[src/spin_counting_linear_actuator_unit_defines.svh]
// Assertion macros used by the spin counting linear actuator controller.
`ifndef SPIN_COUNTING_LINEAR_ACTUATOR_UNIT_DEFINES_SVH
`define SPIN_COUNTING_LINEAR_ACTUATOR_UNIT_DEFINES_SVH
`ifndef ASSERT_OFF
// property must hold at every clock edge outside reset
`define SCLA_ASSERT(lbl, clk_s, rstn_s, prop, msg) \
	lbl: assert property (@(posedge clk_s) disable iff (!rstn_s) (prop)) else $error(msg);
// condition must never be seen outside reset
`define SCLA_NEVER(lbl, clk_s, rstn_s, cond, msg) \
	lbl: assert property (@(posedge clk_s) disable iff (!rstn_s) !(cond)) else $error(msg);
`else
`define SCLA_ASSERT(lbl, clk_s, rstn_s, prop, msg)
`define SCLA_NEVER(lbl, clk_s, rstn_s, cond, msg)
`endif
`endif

[src/scla_pkg.sv]
// Shared types, constants and codes of the spin counting linear actuator.
`timescale 1ns / 1ps
package scla_pkg;

	localparam int VALUE_WIDTH_DEF = 32;
	localparam int SPIN_WIDTH_DEF  = 16;

	localparam int CFG_IDX_W  = 3;
	localparam int CFG_DATA_W = 32;

	// register indexes
	localparam logic [CFG_IDX_W-1:0] REG_MODULE     = 3'd0;
	localparam logic [CFG_IDX_W-1:0] REG_JUMP_THR   = 3'd1;
	localparam logic [CFG_IDX_W-1:0] REG_HYSTERESIS = 3'd2;
	localparam logic [CFG_IDX_W-1:0] REG_GAIN       = 3'd3;
	localparam logic [CFG_IDX_W-1:0] REG_LAG_EN     = 3'd4;
	localparam logic [CFG_IDX_W-1:0] REG_LAG_CA     = 3'd5;
	localparam logic [CFG_IDX_W-1:0] REG_LAG_CB     = 3'd6;

	// register reset values
	localparam logic [30:0]        RST_MODULE   = 31'd65536;
	localparam logic [30:0]        RST_JUMP_THR = 31'd19661;
	localparam logic [30:0]        RST_HYST     = 31'd0;
	localparam logic signed [31:0] RST_GAIN     = 32'sd65536;

	// direction codes, signed two bits
	localparam logic [1:0] DIR_ZERO = 2'b00;
	localparam logic [1:0] DIR_POS  = 2'b01;
	localparam logic [1:0] DIR_NEG  = 2'b11;

	// multiplier operand selection
	localparam logic [1:0] MS_SPIN = 2'd0;
	localparam logic [1:0] MS_GAIN = 2'd1;
	localparam logic [1:0] MS_CA   = 2'd2;
	localparam logic [1:0] MS_CB   = 2'd3;

	// destination of a rounded product
	localparam logic [1:0] RD_NONE = 2'd0;
	localparam logic [1:0] RD_V    = 2'd1;
	localparam logic [1:0] RD_P    = 2'd2;
	localparam logic [1:0] RD_Q    = 2'd3;

	typedef struct packed {
		logic [30:0]        module_cfg;
		logic [30:0]        jump_threshold;
		logic [30:0]        hysteresis;
		logic signed [31:0] gain;
		logic               lag_enable;
		logic signed [31:0] lag_ca;
		logic signed [31:0] lag_cb;
	} cfg_t;

	typedef struct packed {
		logic       load;
		logic       calc_x;
		logic       update;
		logic       zero_v;
		logic       mul_en;
		logic [1:0] mul_sel;
		logic       sum_en;
		logic [1:0] rnd_dst;
		logic       lag_sum;
		logic       out_load;
	} dp_cmd_t;

	typedef struct packed {
		logic clear;
		logic lag_en;
	} dp_stat_t;

endpackage

[src/scla_datapath.sv]
// Datapath: word registers, tracking logic, shared multiplier, rounding and lag.
`timescale 1ns / 1ps
module scla_datapath import scla_pkg::*; #(
	parameter int VALUE_WIDTH = VALUE_WIDTH_DEF,
	parameter int SPIN_WIDTH  = SPIN_WIDTH_DEF
) (
	input  logic        clk,
	input  logic        arst_n,
	input  logic [63:0] in_data,  // sample, bias
	input  logic [3:0]  in_user,  // track_enable, clear, allowed_direction
	input  cfg_t        cfg,
	input  dp_cmd_t     cmd,
	output dp_stat_t    stat,
	output logic [31:0] out_data  // output_value
);

	localparam int VW = VALUE_WIDTH;
	localparam int SW = SPIN_WIDTH;
	localparam int AW = 33;
	localparam int BW = (VW + 1 > SW) ? VW + 1 : SW;
	localparam int PW = AW + BW;
	localparam int WW = PW + 2;
	localparam int CW = (VW + 1 > 31) ? VW + 2 : 32;
	localparam int XW = (VW > 32) ? VW : 33;

	localparam logic signed [WW-1:0] VMAX_W = {{(WW-VW+1){1'b0}}, {(VW-1){1'b1}}};
	localparam logic signed [WW-1:0] VMIN_W = ~VMAX_W;
	localparam logic [PW:0]          LIM_POS = (PW+1)'({(VW-1){1'b1}});
	localparam logic signed [XW-1:0] OMAX_X = {{(XW-31){1'b0}}, {31{1'b1}}};
	localparam logic signed [XW-1:0] OMIN_X = ~OMAX_X;
	localparam logic [SW-1:0]        SMAX = {1'b0, {(SW-1){1'b1}}};
	localparam logic [SW-1:0]        SMIN = {1'b1, {(SW-1){1'b0}}};

	function automatic logic signed [VW-1:0] sat_v(input logic signed [WW-1:0] x);
		if (x > VMAX_W) begin
			return VMAX_W[VW-1:0];
		end else if (x < VMIN_W) begin
			return VMIN_W[VW-1:0];
		end
		return x[VW-1:0];
	endfunction

	// round magnitude to nearest, ties away from zero, then saturate
	function automatic logic signed [VW-1:0] rnd_v(input logic signed [PW-1:0] p,
		input logic sh30);
		logic          neg;
		logic [PW:0]   m;
		logic [PW:0]   r;
		logic [PW:0]   lim;
		neg = p[PW-1];
		m   = {1'b0, (neg ? -p : p)};
		if (sh30) begin
			m = m + (PW+1)'(32'h2000_0000);
			r = m >> 30;
		end else begin
			m = m + (PW+1)'(32'h0000_8000);
			r = m >> 16;
		end
		lim = LIM_POS + (PW+1)'(neg);
		if (r > lim) begin
			r = lim;
		end
		return VW'(neg ? -r : r);
	endfunction

	function automatic logic [31:0] sat_o(input logic signed [VW-1:0] x);
		logic signed [XW-1:0] xe;
		xe = XW'(x);
		if (xe > OMAX_X) begin
			return OMAX_X[31:0];
		end else if (xe < OMIN_X) begin
			return OMIN_X[31:0];
		end
		return xe[31:0];
	endfunction

	// word registers
	logic signed [VW-1:0] sample_q;
	logic signed [31:0]   bias_q;
	logic                 track_q;
	logic                 clear_q;
	logic [1:0]           dir_q;
	logic signed [VW-1:0] x_q;
	logic signed [PW-1:0] prod_q;
	logic signed [VW-1:0] v_q;
	logic signed [VW-1:0] p_q;
	logic signed [VW-1:0] q_q;
	logic [31:0]          out_q;

	// tracking and lag state
	logic signed [VW-1:0] held_q;
	logic signed [VW-1:0] bo_q;
	logic [SW-1:0]        spin_q;
	logic [1:0]           ldir_q;
	logic signed [VW-1:0] pi_q;
	logic signed [VW-1:0] po_q;

	logic signed [31:0]   in_sample;
	logic signed [31:0]   in_bias;
	logic [1:0]           in_dir;

	logic signed [VW:0]   d_w;
	logic [VW:0]          ad;
	logic [CW-1:0]        ad_c;
	logic                 d_neg;
	logic                 past_hyst;
	logic                 within_thr;
	logic                 at_jump;
	logic [1:0]           dir_new;
	logic                 follow;
	logic signed [VW-1:0] bo_sum;

	logic signed [AW-1:0] mul_a;
	logic signed [BW-1:0] mul_b;
	logic signed [VW:0]   lag_in;
	logic signed [VW-1:0] rnd_res;
	logic signed [VW-1:0] sum_res;
	logic signed [VW-1:0] lag_res;

	assign in_sample = $signed(in_data[31:0]);
	assign in_bias   = $signed(in_data[63:32]);
	// pattern 10 counts as minus one
	assign in_dir    = in_user[3] ? DIR_NEG : (in_user[2] ? DIR_POS : DIR_ZERO);

	always_comb begin
		d_w        = (VW+1)'(x_q) - (VW+1)'(held_q);
		d_neg      = d_w[VW];
		ad         = d_neg ? -d_w : d_w;
		ad_c       = CW'(ad);
		past_hyst  = ad_c >= CW'(cfg.hysteresis);
		within_thr = ad_c <= CW'(cfg.jump_threshold);
		at_jump    = ad_c >= CW'(cfg.jump_threshold);
		dir_new    = ldir_q;
		if (within_thr && d_w != '0) begin
			dir_new = d_neg ? DIR_NEG : DIR_POS;
		end
		follow     = (dir_q == DIR_ZERO) || (dir_q == dir_new);
		bo_sum     = sat_v(WW'(bo_q) + WW'(d_w));
	end

	always_comb begin
		lag_in = (VW+1)'(v_q) + (VW+1)'(pi_q);
		case (cmd.mul_sel)
			MS_SPIN: begin
				mul_a = $signed({2'b00, cfg.module_cfg});
				mul_b = BW'($signed(spin_q));
			end
			MS_GAIN: begin
				mul_a = AW'(cfg.gain);
				mul_b = BW'(v_q);
			end
			MS_CA: begin
				mul_a = AW'(cfg.lag_ca);
				mul_b = BW'(lag_in);
			end
			default: begin
				mul_a = AW'(cfg.lag_cb);
				mul_b = BW'(po_q);
			end
		endcase
	end

	assign rnd_res = rnd_v(prod_q, cmd.rnd_dst != RD_V);
	assign sum_res = sat_v(WW'(bias_q) + WW'(held_q) + WW'(prod_q));
	assign lag_res = sat_v(WW'(p_q) + WW'(q_q));

	always_ff @(posedge clk or negedge arst_n) begin
		if (!arst_n) begin
			held_q <= '0;
			bo_q   <= '0;
			spin_q <= '0;
			ldir_q <= DIR_ZERO;
			pi_q   <= '0;
			po_q   <= '0;
		end else begin
			if (cmd.update) begin
				if (clear_q) begin
					held_q <= '0;
					bo_q   <= '0;
					spin_q <= '0;
					ldir_q <= DIR_ZERO;
				end else if (track_q && past_hyst) begin
					ldir_q <= dir_new;
					if (follow) begin
						held_q <= x_q;
						if (at_jump) begin
							if (d_neg) begin
								if (spin_q != SMAX) begin
									spin_q <= spin_q + 1'b1;
								end
							end else if (spin_q != SMIN) begin
								spin_q <= spin_q - 1'b1;
							end
						end
					end else if (dir_new != DIR_ZERO) begin
						bo_q <= bo_sum;
					end
				end
			end
			if (cmd.lag_sum) begin
				pi_q <= v_q;
				po_q <= lag_res;
			end
		end
	end

	always_ff @(posedge clk) begin
		if (cmd.load) begin
			sample_q <= sat_v(WW'(in_sample));
			bias_q   <= in_bias;
			track_q  <= in_user[0];
			clear_q  <= in_user[1];
			dir_q    <= in_dir;
		end
		if (cmd.calc_x) begin
			x_q <= sat_v(WW'(sample_q) - WW'(bo_q));
		end
		if (cmd.mul_en) begin
			prod_q <= mul_a * mul_b;
		end
		if (cmd.zero_v) begin
			v_q <= '0;
		end else if (cmd.sum_en) begin
			v_q <= sum_res;
		end else if (cmd.rnd_dst == RD_V) begin
			v_q <= rnd_res;
		end
		if (cmd.rnd_dst == RD_P) begin
			p_q <= rnd_res;
		end
		if (cmd.rnd_dst == RD_Q) begin
			q_q <= rnd_res;
		end
		if (cmd.out_load) begin
			out_q <= sat_o(cfg.lag_enable ? po_q : v_q);
		end
	end

	assign stat.clear  = clear_q;
	assign stat.lag_en = cfg.lag_enable;
	assign out_data    = out_q;

endmodule

[src/scla_ctrl.sv]
// Controller: sequences one word through the datapath and owns the handshakes.
`timescale 1ns / 1ps
`include "spin_counting_linear_actuator_unit_defines.svh"
module scla_ctrl import scla_pkg::*; (
	input  logic     clk,
	input  logic     arst_n,
	input  logic     s_tvalid,
	output logic     s_tready,
	output logic     m_tvalid,
	input  logic     m_tready,
	input  dp_stat_t stat,
	output dp_cmd_t  cmd
);

	localparam logic [3:0] ST_IDLE = 4'd0;
	localparam logic [3:0] ST_TRK1 = 4'd1;
	localparam logic [3:0] ST_TRK2 = 4'd2;
	localparam logic [3:0] ST_ZERO = 4'd3;
	localparam logic [3:0] ST_MULS = 4'd4;
	localparam logic [3:0] ST_SUM  = 4'd5;
	localparam logic [3:0] ST_MULG = 4'd6;
	localparam logic [3:0] ST_RNDG = 4'd7;
	localparam logic [3:0] ST_MULA = 4'd8;
	localparam logic [3:0] ST_RNDA = 4'd9;
	localparam logic [3:0] ST_MULB = 4'd10;
	localparam logic [3:0] ST_RNDB = 4'd11;
	localparam logic [3:0] ST_LSUM = 4'd12;
	localparam logic [3:0] ST_OUT  = 4'd13;

	logic [3:0] state_q;
	logic [3:0] state_nx;
	logic       out_valid_q;

	assign s_tready = (state_q == ST_IDLE);
	assign m_tvalid = out_valid_q;

	always_comb begin
		cmd      = '0;
		state_nx = state_q;
		case (state_q)
			ST_IDLE: begin
				if (s_tvalid) begin
					cmd.load = 1'b1;
					state_nx = ST_TRK1;
				end
			end
			ST_TRK1: begin
				cmd.calc_x = 1'b1;
				state_nx   = ST_TRK2;
			end
			ST_TRK2: begin
				cmd.update = 1'b1;
				state_nx   = stat.clear ? ST_ZERO : ST_MULS;
			end
			ST_ZERO: begin
				cmd.zero_v = 1'b1;
				state_nx   = stat.lag_en ? ST_MULA : ST_OUT;
			end
			ST_MULS: begin
				cmd.mul_en  = 1'b1;
				cmd.mul_sel = MS_SPIN;
				state_nx    = ST_SUM;
			end
			ST_SUM: begin
				cmd.sum_en = 1'b1;
				state_nx   = ST_MULG;
			end
			ST_MULG: begin
				cmd.mul_en  = 1'b1;
				cmd.mul_sel = MS_GAIN;
				state_nx    = ST_RNDG;
			end
			ST_RNDG: begin
				cmd.rnd_dst = RD_V;
				state_nx    = stat.lag_en ? ST_MULA : ST_OUT;
			end
			ST_MULA: begin
				cmd.mul_en  = 1'b1;
				cmd.mul_sel = MS_CA;
				state_nx    = ST_RNDA;
			end
			ST_RNDA: begin
				cmd.rnd_dst = RD_P;
				state_nx    = ST_MULB;
			end
			ST_MULB: begin
				cmd.mul_en  = 1'b1;
				cmd.mul_sel = MS_CB;
				state_nx    = ST_RNDB;
			end
			ST_RNDB: begin
				cmd.rnd_dst = RD_Q;
				state_nx    = ST_LSUM;
			end
			ST_LSUM: begin
				cmd.lag_sum = 1'b1;
				state_nx    = ST_OUT;
			end
			ST_OUT: begin
				// output register free, or its word leaves this cycle
				if (!out_valid_q || m_tready) begin
					cmd.out_load = 1'b1;
					state_nx     = ST_IDLE;
				end
			end
			default: begin
				state_nx = ST_IDLE;
			end
		endcase
	end

	always_ff @(posedge clk or negedge arst_n) begin
		if (!arst_n) begin
			state_q     <= ST_IDLE;
			out_valid_q <= 1'b0;
		end else begin
			state_q <= state_nx;
			if (cmd.out_load) begin
				out_valid_q <= 1'b1;
			end else if (m_tready) begin
				out_valid_q <= 1'b0;
			end
		end
	end

	`SCLA_ASSERT(a_accept_starts, clk, arst_n, s_tvalid && s_tready |=> state_q == ST_TRK1, "accepted word did not start tracking")
	`SCLA_NEVER(a_load_vs_out, clk, arst_n, cmd.load && cmd.out_load, "input load and output load together")
	`SCLA_ASSERT(a_out_valid, clk, arst_n, cmd.out_load |=> m_tvalid, "loaded result not presented")
	`SCLA_ASSERT(a_lag_gated, clk, arst_n, state_q == ST_MULA |-> stat.lag_en, "lag step run with lag off")

endmodule

[src/spin_counting_linear_actuator_unit.sv]
// Top level of the spin counting linear actuator: configuration registers and core.
// One word is in flight at a time: s_tready is high only while the sequencer is idle, and the
// sequencer steps every product through the single shared multiplier; the lag adds steps
// and a clear word skips the spin and gain products.
// The next word is taken while the previous result still waits in the output register.
// Reset (arst_n, asynchronous): registers to defaults, all tracking and lag state to zero.
`timescale 1ns / 1ps
module spin_counting_linear_actuator_unit import scla_pkg::*; #(
	parameter int VALUE_WIDTH = VALUE_WIDTH_DEF,
	parameter int SPIN_WIDTH  = SPIN_WIDTH_DEF
) (
	input  logic                  clk,
	input  logic                  arst_n,
	input  logic                  s_tvalid,
	output logic                  s_tready,
	input  logic [63:0]           s_tdata,   // sample [31:0], bias [63:32]
	input  logic [3:0]            s_tuser,   // track_enable [0], clear [1], allowed_direction [3:2]
	output logic                  m_tvalid,
	input  logic                  m_tready,
	output logic [31:0]           m_tdata,   // output_value [31:0]
	input  logic                  cfg_we,
	input  logic [CFG_IDX_W-1:0]  cfg_index,
	input  logic [CFG_DATA_W-1:0] cfg_wdata
);

	cfg_t     cfg_q;
	dp_cmd_t  cmd;
	dp_stat_t stat;

	always_ff @(posedge clk or negedge arst_n) begin
		if (!arst_n) begin
			cfg_q.module_cfg     <= RST_MODULE;
			cfg_q.jump_threshold <= RST_JUMP_THR;
			cfg_q.hysteresis     <= RST_HYST;
			cfg_q.gain           <= RST_GAIN;
			cfg_q.lag_enable     <= 1'b0;
			cfg_q.lag_ca         <= '0;
			cfg_q.lag_cb         <= '0;
		end else if (cfg_we) begin
			case (cfg_index)
				REG_MODULE:     cfg_q.module_cfg     <= cfg_wdata[30:0];
				REG_JUMP_THR:   cfg_q.jump_threshold <= cfg_wdata[30:0];
				REG_HYSTERESIS: cfg_q.hysteresis     <= cfg_wdata[30:0];
				REG_GAIN:       cfg_q.gain           <= $signed(cfg_wdata);
				REG_LAG_EN:     cfg_q.lag_enable     <= cfg_wdata[0];
				REG_LAG_CA:     cfg_q.lag_ca         <= $signed(cfg_wdata);
				REG_LAG_CB:     cfg_q.lag_cb         <= $signed(cfg_wdata);
				default: begin
				end
			endcase
		end
	end

	scla_ctrl u_ctrl (
		.clk      (clk),
		.arst_n   (arst_n),
		.s_tvalid (s_tvalid),
		.s_tready (s_tready),
		.m_tvalid (m_tvalid),
		.m_tready (m_tready),
		.stat     (stat),
		.cmd      (cmd)
	);

	scla_datapath #(
		.VALUE_WIDTH (VALUE_WIDTH),
		.SPIN_WIDTH  (SPIN_WIDTH)
	) u_dp (
		.clk      (clk),
		.arst_n   (arst_n),
		.in_data  (s_tdata),
		.in_user  (s_tuser),
		.cfg      (cfg_q),
		.cmd      (cmd),
		.stat     (stat),
		.out_data (m_tdata)
	);

endmodule
[config.mk]
export PLATFORM = sky130hd
export DESIGN_NAME = spin_counting_linear_actuator_unit
export DESIGN_NICKNAME = d
export VERILOG_FILES = /design/src/scla_pkg.sv /design/src/scla_datapath.sv /design/src/scla_ctrl.sv /design/src/spin_counting_linear_actuator_unit.sv
export VERILOG_INCLUDE_DIRS = /design/src /design/src/src
export SDC_FILE = /design/constraint.sdc
export NUM_CORES = 2
export LEC_CHECK = 0
export BUFFER_PORTS_ARGS = -buffer_cell sky130_fd_sc_hd__buf_2
export CORE_ASPECT_RATIO = 1.5
export CORE_UTILIZATION = 40
export CTS_CLUSTER_SIZE = 12
export DETAILED_ROUTE_END_ITERATION = 6
export PLACE_DENSITY = 0.68
export SKIP_LAST_GASP = 1
export SYNTH_ARGS = -nofsm -noshare
export SYNTH_HDL_FRONTEND = slang
export SYNTH_SLANG_ARGS = --single-unit
[constraint.sdc]
create_clock -name clk -period 11.9 [get_ports clk]
set_input_delay 0.595 -clock clk [delete_from_list [all_inputs] [get_ports clk]]
set_output_delay 0.595 -clock clk [all_outputs]
set_load 0.02 [all_outputs]
==> impl_metrics.tcl <==
set metrics [dict create \
    timing.final.crit_share 0.971 \
    wl_um 292000 \
    num_io_pins 142 \
    ys_ff_latch 635 \
    synthXorXnorAreaFrac 0.0413 \
    slowest_stage "fa_1" \
    drc 3 \
    port_buffers 141 \
    synth_cells 9019 \
    synth_nets 10900 \
    finClkSkew_ps 41.3 \
    yosysTopAreaCell "fa_1" \
    dieArea_um2 210000 \
    synthFlopType "dfrtp_1" \
    routedWlPerCell_um 24.4 \
    initial_core_util 0.403 \
    worstSkewPairLatency_ps 710 \
    grt_pass1_vias 71800 \
    fp.coreArea_um2 206000 \
    antenna_found_initial 9 \
    synthTopCellsByCount "inv_1, fa_1, nand2_1" \
    slew_violations 0 \
    reg2reg_setup_slack_ps 340 \
    syn_area_um2 83200 \
    placedInstanceArea_um2 89000 \
    synth_top_family_by_area "adder cells" \
    cp_data_arrival_time_ps 11980 \
    firstDrtPassIters 7 \
    finalCriticalPeriod_ps 11560 \
    violations "design-rule violations" \
    worstPathRequired_ps 12320 \
    synthTopCellsByArea "fa_1, dfrtp_1, edfxtp_1" \
    vias 68800 \
    row_count 204 \
    nets 11100 \
    whs_ps 53.1 \
    hpwl_um 239000 \
    synth_compound_area_frac 0.126 \
    endpoint_kind "register" \
    yosysSeqAreaShare 0.205 \
    cp_common_cell "fa_1" \
    h-tree-depth 3 \
    synth.most_common_cell "inv_1" \
    instances_no_fill 12000 \
    drv_cap 0 \
    hold_path_class "input port to register" \
    grt_start_max_net_pins 90 \
    post-place-cells 11800 \
    clkTransAtPathRegs_ps 60 \
    slew_headroom 0.189 \
    cts_sinks 635 \
    routabilityCongestion 1.01 \
    grt.met1_usage 0.313 \
    critPathKind "register to register" \
    syn_avg_cell_area_um2 9.22 \
    critPathMaxStageDelay_ps 560 \
    crit_path_start_kind "register" \
    synth-simple-area-share 0.146 \
    overflow 0 \
    synth_top_area_share 0.288 \
    synth_edf_count 262 \
    cp_max_fo 11 \
    clock_tree.root_cell "clkbuf_16" \
    synth-adder-area-share 0.374 \
    finalSetupViolCount 0 \
    worstMarginPinSlew_ps 1200 \
    grt_use_total 0.277 \
    fmax_mhz 86.5 \
    synth.distinct_cells 109 \
    hold_viol_final 0 \
    ys_warn_count 0 \
    status "complete, but fails checks" \
    grt_pass1_wl_um 439000 \
    area_growth_pct 10.6 \
    die_h_um 560 \
    cts_made_buffers 77 \
    top_usage_layer "met2" \
    vias_per_cell 5.75 \
    drtAntennaViolNets 0 \
    cts_tree "done" \
    grtUsageMet3 0.0412 \
    met2_usage 0.469 \
    synth_mux_area_frac 0.0310 \
    drive_gt1_frac 0.112 \
    die_w_um 374 \
    final_area_um2 92000 \
    async_flop_share 0.537 \
    clockBufferDepth 3 \
    drtIter0Drc 5981 \
]
-- sequential cells by signal (all words and copies together) (netlist names), 4 cells and up --
register,cells
cfg_q,190
u_dp.sample_q,32
u_dp.po_q,32
u_dp.x_q,32
u_dp.q_q,32
u_dp.out_data,32
u_dp.prod_q,66
u_dp.v_q,32
u_dp.spin_q,16
u_dp.p_q,32
u_dp.bo_q,32
u_dp.bias_q,32
u_dp.pi_q,32
u_dp.held_q,32
u_ctrl.state_q,4
-- cells by family after synthesis --
group / count (synthesis)
XOR/XNOR: 390
AO/OA/AOI/OAI: 1638
AND/OR/NAND/NOR: 2645
buffers and inverters: 1706
flip-flops: 635
adder cells (fa/ha/maj): 1773
multiplexers: 232
-- through the flow --
| stage | worst slack [ps] | utilization | TNS, ps |
|---|---|---|---|
| 6_report | 342 | 0.446 | 0 |
| 5_1_grt | -107 | 0.446 | -149 |
| 4_1_cts | 10.1 | 0.444 | 0 |
| 3_5_place_dp | -151 | 0.432 | -400 |
| 3_3_place_gp | -125 | 0.432 | -195 |
| 2_1_floorplan | 345 | - | 0 |
-- what timing repair did --
item / CTS / global route
resized for setup: 13 / 58
pin swaps: 11 / 78
setup endpoints to repair: 6 / 14
hold buffers: 1 / 0
setup buffers: 2 / 12
hold endpoints to repair: 76 / 0
-- layout by cell type, fill, tap and decap left out, types with 140 or more instances in the layout --
master	count
a21oi_1	356
buf_2	140
buf_4	381
dfrtp_1	329
edfxtp_1	262
fa_1	1187
ha_1	548
inv_1	1274
mux2_2	201
nand2_1	1178
nand3_1	147
nor2_1	586
o21ai_0	426
xnor2_1	250
-- critical path: cells and delay by family, from the launching register on --
kind	cells	cell delay, ps
AOI/OAI and AO/OA	21	4160
adders and majority gates	11	4980
and+or+nand+nor	5	520
buffers and inverters	10	1110
xor gates and xnor gates	1	130
DFF	1	360
-- metal layers --
metal  part of all wire  vias up  wire, um
li1                   -    30200         -
met3              0.069     1008     20100
met5            0.00022        -        65
met4              0.092       10     26900
met2               0.48     3044    141000
met1               0.36    34500    104000
-- path summary, 6_finish.rpt --
check / start / end / cells past startpoint
setup / recovery: u_dp.pi_q[0] / u_dp.prod_q[64] / 48
hold / removal: s_tdata[18] / u_dp.sample_q[18] / 1
setup reg to reg: u_dp.pi_q[0] / u_dp.prod_q[64] / 48
hold reg to reg: cfg_q[36] / cfg_q[36] / 1
max in group asynchronous: arst_n / cfg_q[30] / 4
min in group asynchronous: arst_n / u_dp.bo_q[16] / 2
-- final cells by class --
type	instances	area (um^2)
Sequential cell	635	17100
Clock inverter	36	367
Clock buffer	107	2170
Inverter	1275	4790
Timing Repair Buffer	547	4020
Multi-Input combinational cell	6678	60200
Tap cell	2678	3350
Fill cell	19700	114000
Antenna cell	3	7.51
Power is left out: the tool's default activity adds up to more than one toggle a clock period on the data nets, which glitch-free logic cannot reach.
